File: src/hw/rtl/lcp_pkg.sv
// shared types, codes and constants of the lcd controller port
package lcp_pkg;

	localparam int ROWS_DEF       = 64;
	localparam int ROW_BITS_DEF   = 120;
	localparam logic [7:0] BUSY_DELAY_RST = 8'd25;
	localparam logic [5:0] CONTRAST_RST   = 6'd18;
	localparam logic [5:0] CONTRAST_MAX   = 6'h3f;
	localparam logic [4:0] WORDS_8BIT     = 5'd15;
	localparam logic [4:0] WORDS_6BIT     = 5'd20;

	// item codes
	typedef enum logic [2:0] {
		CMD_COMMAND = 3'd0,
		CMD_DATA    = 3'd1,
		CMD_STATUS  = 3'd2,
		CMD_READ    = 3'd3,
		CMD_TICK    = 3'd4
	} cmd_t;

	// command byte prefixes
	localparam logic [6:0] OP_WORD_LEN = 7'b0000000;
	localparam logic [6:0] OP_ON_OFF   = 7'b0000001;
	localparam logic [5:0] OP_COUNTER  = 6'b000001;
	localparam logic [4:0] OP_OPAMP1   = 5'b00010;
	localparam logic [4:0] OP_OPAMP2   = 5'b00001;
	localparam logic [4:0] OP_TEST     = 5'b00011;
	localparam logic [2:0] OP_COL_ADDR = 3'b001;
	localparam logic [1:0] OP_SCROLL   = 2'b01;
	localparam logic [1:0] OP_ROW_ADDR = 2'b10;

	typedef enum logic {
		ST_IDLE,
		ST_EXEC
	} state_t;

	typedef struct packed {
		logic [2:0] cmd;
		logic [7:0] value;
	} in_item_t;

	typedef struct packed {
		logic [7:0] read_value;
		logic       write_ignored;
		logic       display_on;
		logic [5:0] contrast;
		logic [5:0] scroll_offset;
		logic       test_mode;
	} out_item_t;

endpackage

File: src/hw/rtl/lcp_top_placeholder_unused.sv
// column counter arithmetic of the lcd controller port
module lcp_col_step (
	input  logic       eight_bit,
	input  logic       count_up,
	input  logic [4:0] col,
	output logic [4:0] col_next
);
	import lcp_pkg::*;

	logic [4:0] words;
	logic [6:0] t;
	logic [6:0] w1;
	logic [6:0] w2;
	logic [6:0] w3;

	// wraps modulo the word count, also from a pointer set past it
	always_comb begin
		words = eight_bit ? WORDS_8BIT : WORDS_6BIT;
		w1 = {2'b00, words};
		w2 = {1'b0, words, 1'b0};
		w3 = w1 + w2;
		if (count_up) begin
			t = {2'b00, col} + 7'd1;
		end else begin
			t = {2'b00, col} + w1 - 7'd1;
		end
		if (t >= w3) begin
			col_next = 5'(t - w3);
		end else if (t >= w2) begin
			col_next = 5'(t - w2);
		end else if (t >= w1) begin
			col_next = 5'(t - w1);
		end else begin
			col_next = t[4:0];
		end
	end

endmodule

File: config.mk
export PLATFORM = sky130hd
export DESIGN_NAME = lcp_col_step
export DESIGN_NICKNAME = d
export VERILOG_FILES = /design/src/hw/rtl/lcp_pkg.sv /design/src/hw/rtl/lcp_top_placeholder_unused.sv
export SDC_FILE = /design/constraint.sdc
export NUM_CORES = 1
export LEC_CHECK = 0
export BUFFER_PORTS_ARGS = -buffer_cell sky130_fd_sc_hd__buf_2
export CORE_AREA = 3 3 61 63
export DETAILED_ROUTE_END_ITERATION = 8
export DIE_AREA = 0 0 64 66
export PLACE_DENSITY = 0.52
export SYNTH_ARGS = -nofsm -noshare
export SYNTH_HDL_FRONTEND = slang
export SYNTH_SLANG_ARGS = --single-unit
export TNS_END_PERCENT = 10
File: constraint.sdc
create_clock -name vclk -period 5.75
set_clock_uncertainty 0.05 [all_clocks]
set_input_delay 0.8625 -clock vclk [all_inputs]
set_output_delay 0.8625 -clock vclk [all_outputs]
set_load 0.01 [all_outputs]
==> impl_results.md <==
* Top-count cell post-synth: ha_1
* Vias in the first global route at 891
* Outcome: finished clean
* Clk_buf instances at 0
* Post-synthesis cell area at 942 sq um
* Most instantiated cells after synthesis: ha_1 (18), inv_1 (15), nand2_1 (9)
* Ant. Diodes at 0
* Initial antenna violation count at 0
* Final Setup Violations at 0
* Total Routed Length at 2280 um
* GRT Total Usage at 0.112
* Max-cap violations at 0
* Max incr delay on CP at 0.53 ns
* Syn_nets at 149
* Dpl cell area at 1080 sq um
* Via count at 936
* Slew headroom at 0.706
* Hold Crit Class: input pin to output port
* Max Clk Rate at 185 MHz
* Crit path capture type: output port
* Seq cells at 0
* Overflow after GRT at 0
* Largest cells by area after synthesis: ha_1 (24%), fa_1 (6.4%), inv_1 (6.0%)
* Yosys top cell by area: ha_1
* Crit path launch: eight_bit
* Worst Tran Pin Value at 0.440 ns
* Routability cong. at 0.850
* Port Buffers at 12
* Routed vias/inst at 5.14
* First-pass GRT wire length at 4020 um
* Final nets at 166
* Area Overhead vs Synth at 15.1%
* Share of the yosys chip area belonging to registers at 0
* Dpl cells at 182
* Final Hold Viols at 0
* Area of the core at 3280 sq um
* Final TNS setup at 0 ns
* # IOs at 12
* Setup bufs post-CTS at 0
* Tmin final at 5.41 ns
* Pin count of the biggest net entering global routing at 12
* Rows at 21
* Initial Util at 0.287
* Top cell type's share of synthesized area at 0.239
* Leak at 0.508 nW
* Die area at 4220 sq um
* Design Area, Final at 1080 sq um
* Syn Area/Cell at 7.79 sq um
* Ratio of cells with drive above 1 in the final layout at 0.191
* Resize count post-CTS at 0
* Worst Path Arrival at 4.50 ns
* DRT Pass-1 Iters at 4
* Mapped Cells at 121
* Routed len/inst at 12.5 um
* Worst Setup Path Type: input pin to output port
* Unrepaired setup endpoints after global routing: no
* Syn. warnings at 0
* Hold Path Origin: col[0]
* Max-slew violations at 0
* DRC viols at 0
* Tcrit/Tclk final at 0.941
* Number of distinct library cells after synthesis at 43
* CP max stage cell: or4_1
* CP most frequent cell: inv_1
* Critical path fanouts, max at 6
* Peak supply drop at 0.0755 mV
* Post-DP HPWL at 1980 um
* Initial drt markers at 16
* Die Wd at 64 um
* Die height at 66 um
* Worst path required time at 4.84 ns
* ANT nets after route at 0
* Pwr dens at 182 nW/um^2
* Worst setup SP type: input pin
* Final std cells w/o fill at 182
* Cells along the critical path: buf_2, inv_1, ha_1, inv_1, ha_1, inv_1, fa_1, nand3b_1, a32o_1, nor2_1, inv_1, ha_1, a21oi_2, nand3_4, or4_1, a32oi_1, buf_2
* Register area at 0 sq um
* CTS Hold Bufs at 0
-- stage by stage --
stage                     power (W)  utilization  setup WS, ns  hold WS, ns
final                      0.000197        0.330         0.338         2.17
after global routing       0.000221        0.330        0.0746         2.22
after CTS                  0.000197        0.329         0.253         2.17
after detailed placement   0.000196        0.329         0.250         2.17
after global placement     0.000197        0.329         0.345         2.16
after floorplan            0.000142            -         0.591         1.90
-- worst paths after layout --
kind / endpoint / depth (start not counted) / slack [ns]
worst max-delay path: col_next[3] / 17 / 0.34
worst min-delay path: col_next[0] / 4 / 2.17
-- worst max-delay path, delay by kind of cell --
| kind | cells | cell delay [ns] |
|---|---|---|
| adders and majority gates | 4 | 1.19 |
| and+or+nand+nor | 4 | 1.14 |
| buffers and inverters | 6 | 0.68 |
| AOI/OAI and AO/OA | 3 | 0.63 |
-- power by group --
| part | internal [W] | total, W | switching [W] |
|---|---|---|---|
| combinational | 0.0000882 | 0.000197 | 0.000109 |
| sequential | 0 | 0 | 0 |
| clock | 0 | 0 | 0 |
| total | 0.0000882 | 0.000197 | 0.000109 |
-- kinds of logic after synthesis --
| logic type | after synthesis | synth area share |
|---|---|---|
| xor gates and xnor gates | 6 | 0.0558 |
| muxes | 6 | 0.0837 |
| buffers and inverters | 18 | 0.0810 |
| adders and majority gates | 21 | 0.303 |
| and+or+nand+nor | 35 | 0.210 |
| AOI/OAI and AO/OA | 35 | 0.267 |
-- placed cells by master, fill, tap and decap left out, types with 3 or more instances in the layout --
master and n:
a21oi_1 7, a31oi_1 5, buf_2 12, buf_4 5, fa_1 3, ha_1 18
inv_1 15, mux2i_1 3, nand2_1 9, nand3_1 3, nor2_1 7, nor3b_1 4
o21ai_0 6, xnor2_1 4
-- area by class of cell --
cell class	count	area (sq um)
fill	358	2200
multi-input combinational	103	870
tap	46	57.6
timing repair buffer	17	97.6
inverter	16	60.1
-- metal layers --
layer | global-route usage | up-vias | wire, um
met2 | 0.213 | 12 | 1180
met3 | 0 | 0 | 48
met5 | 0 | - | 0
met1 | 0.149 | 444 | 1050
li1 | - | 480 | -
met4 | 0.00539 | 0 | 0
No activity file was read; power rests on OpenSTA's default activity.
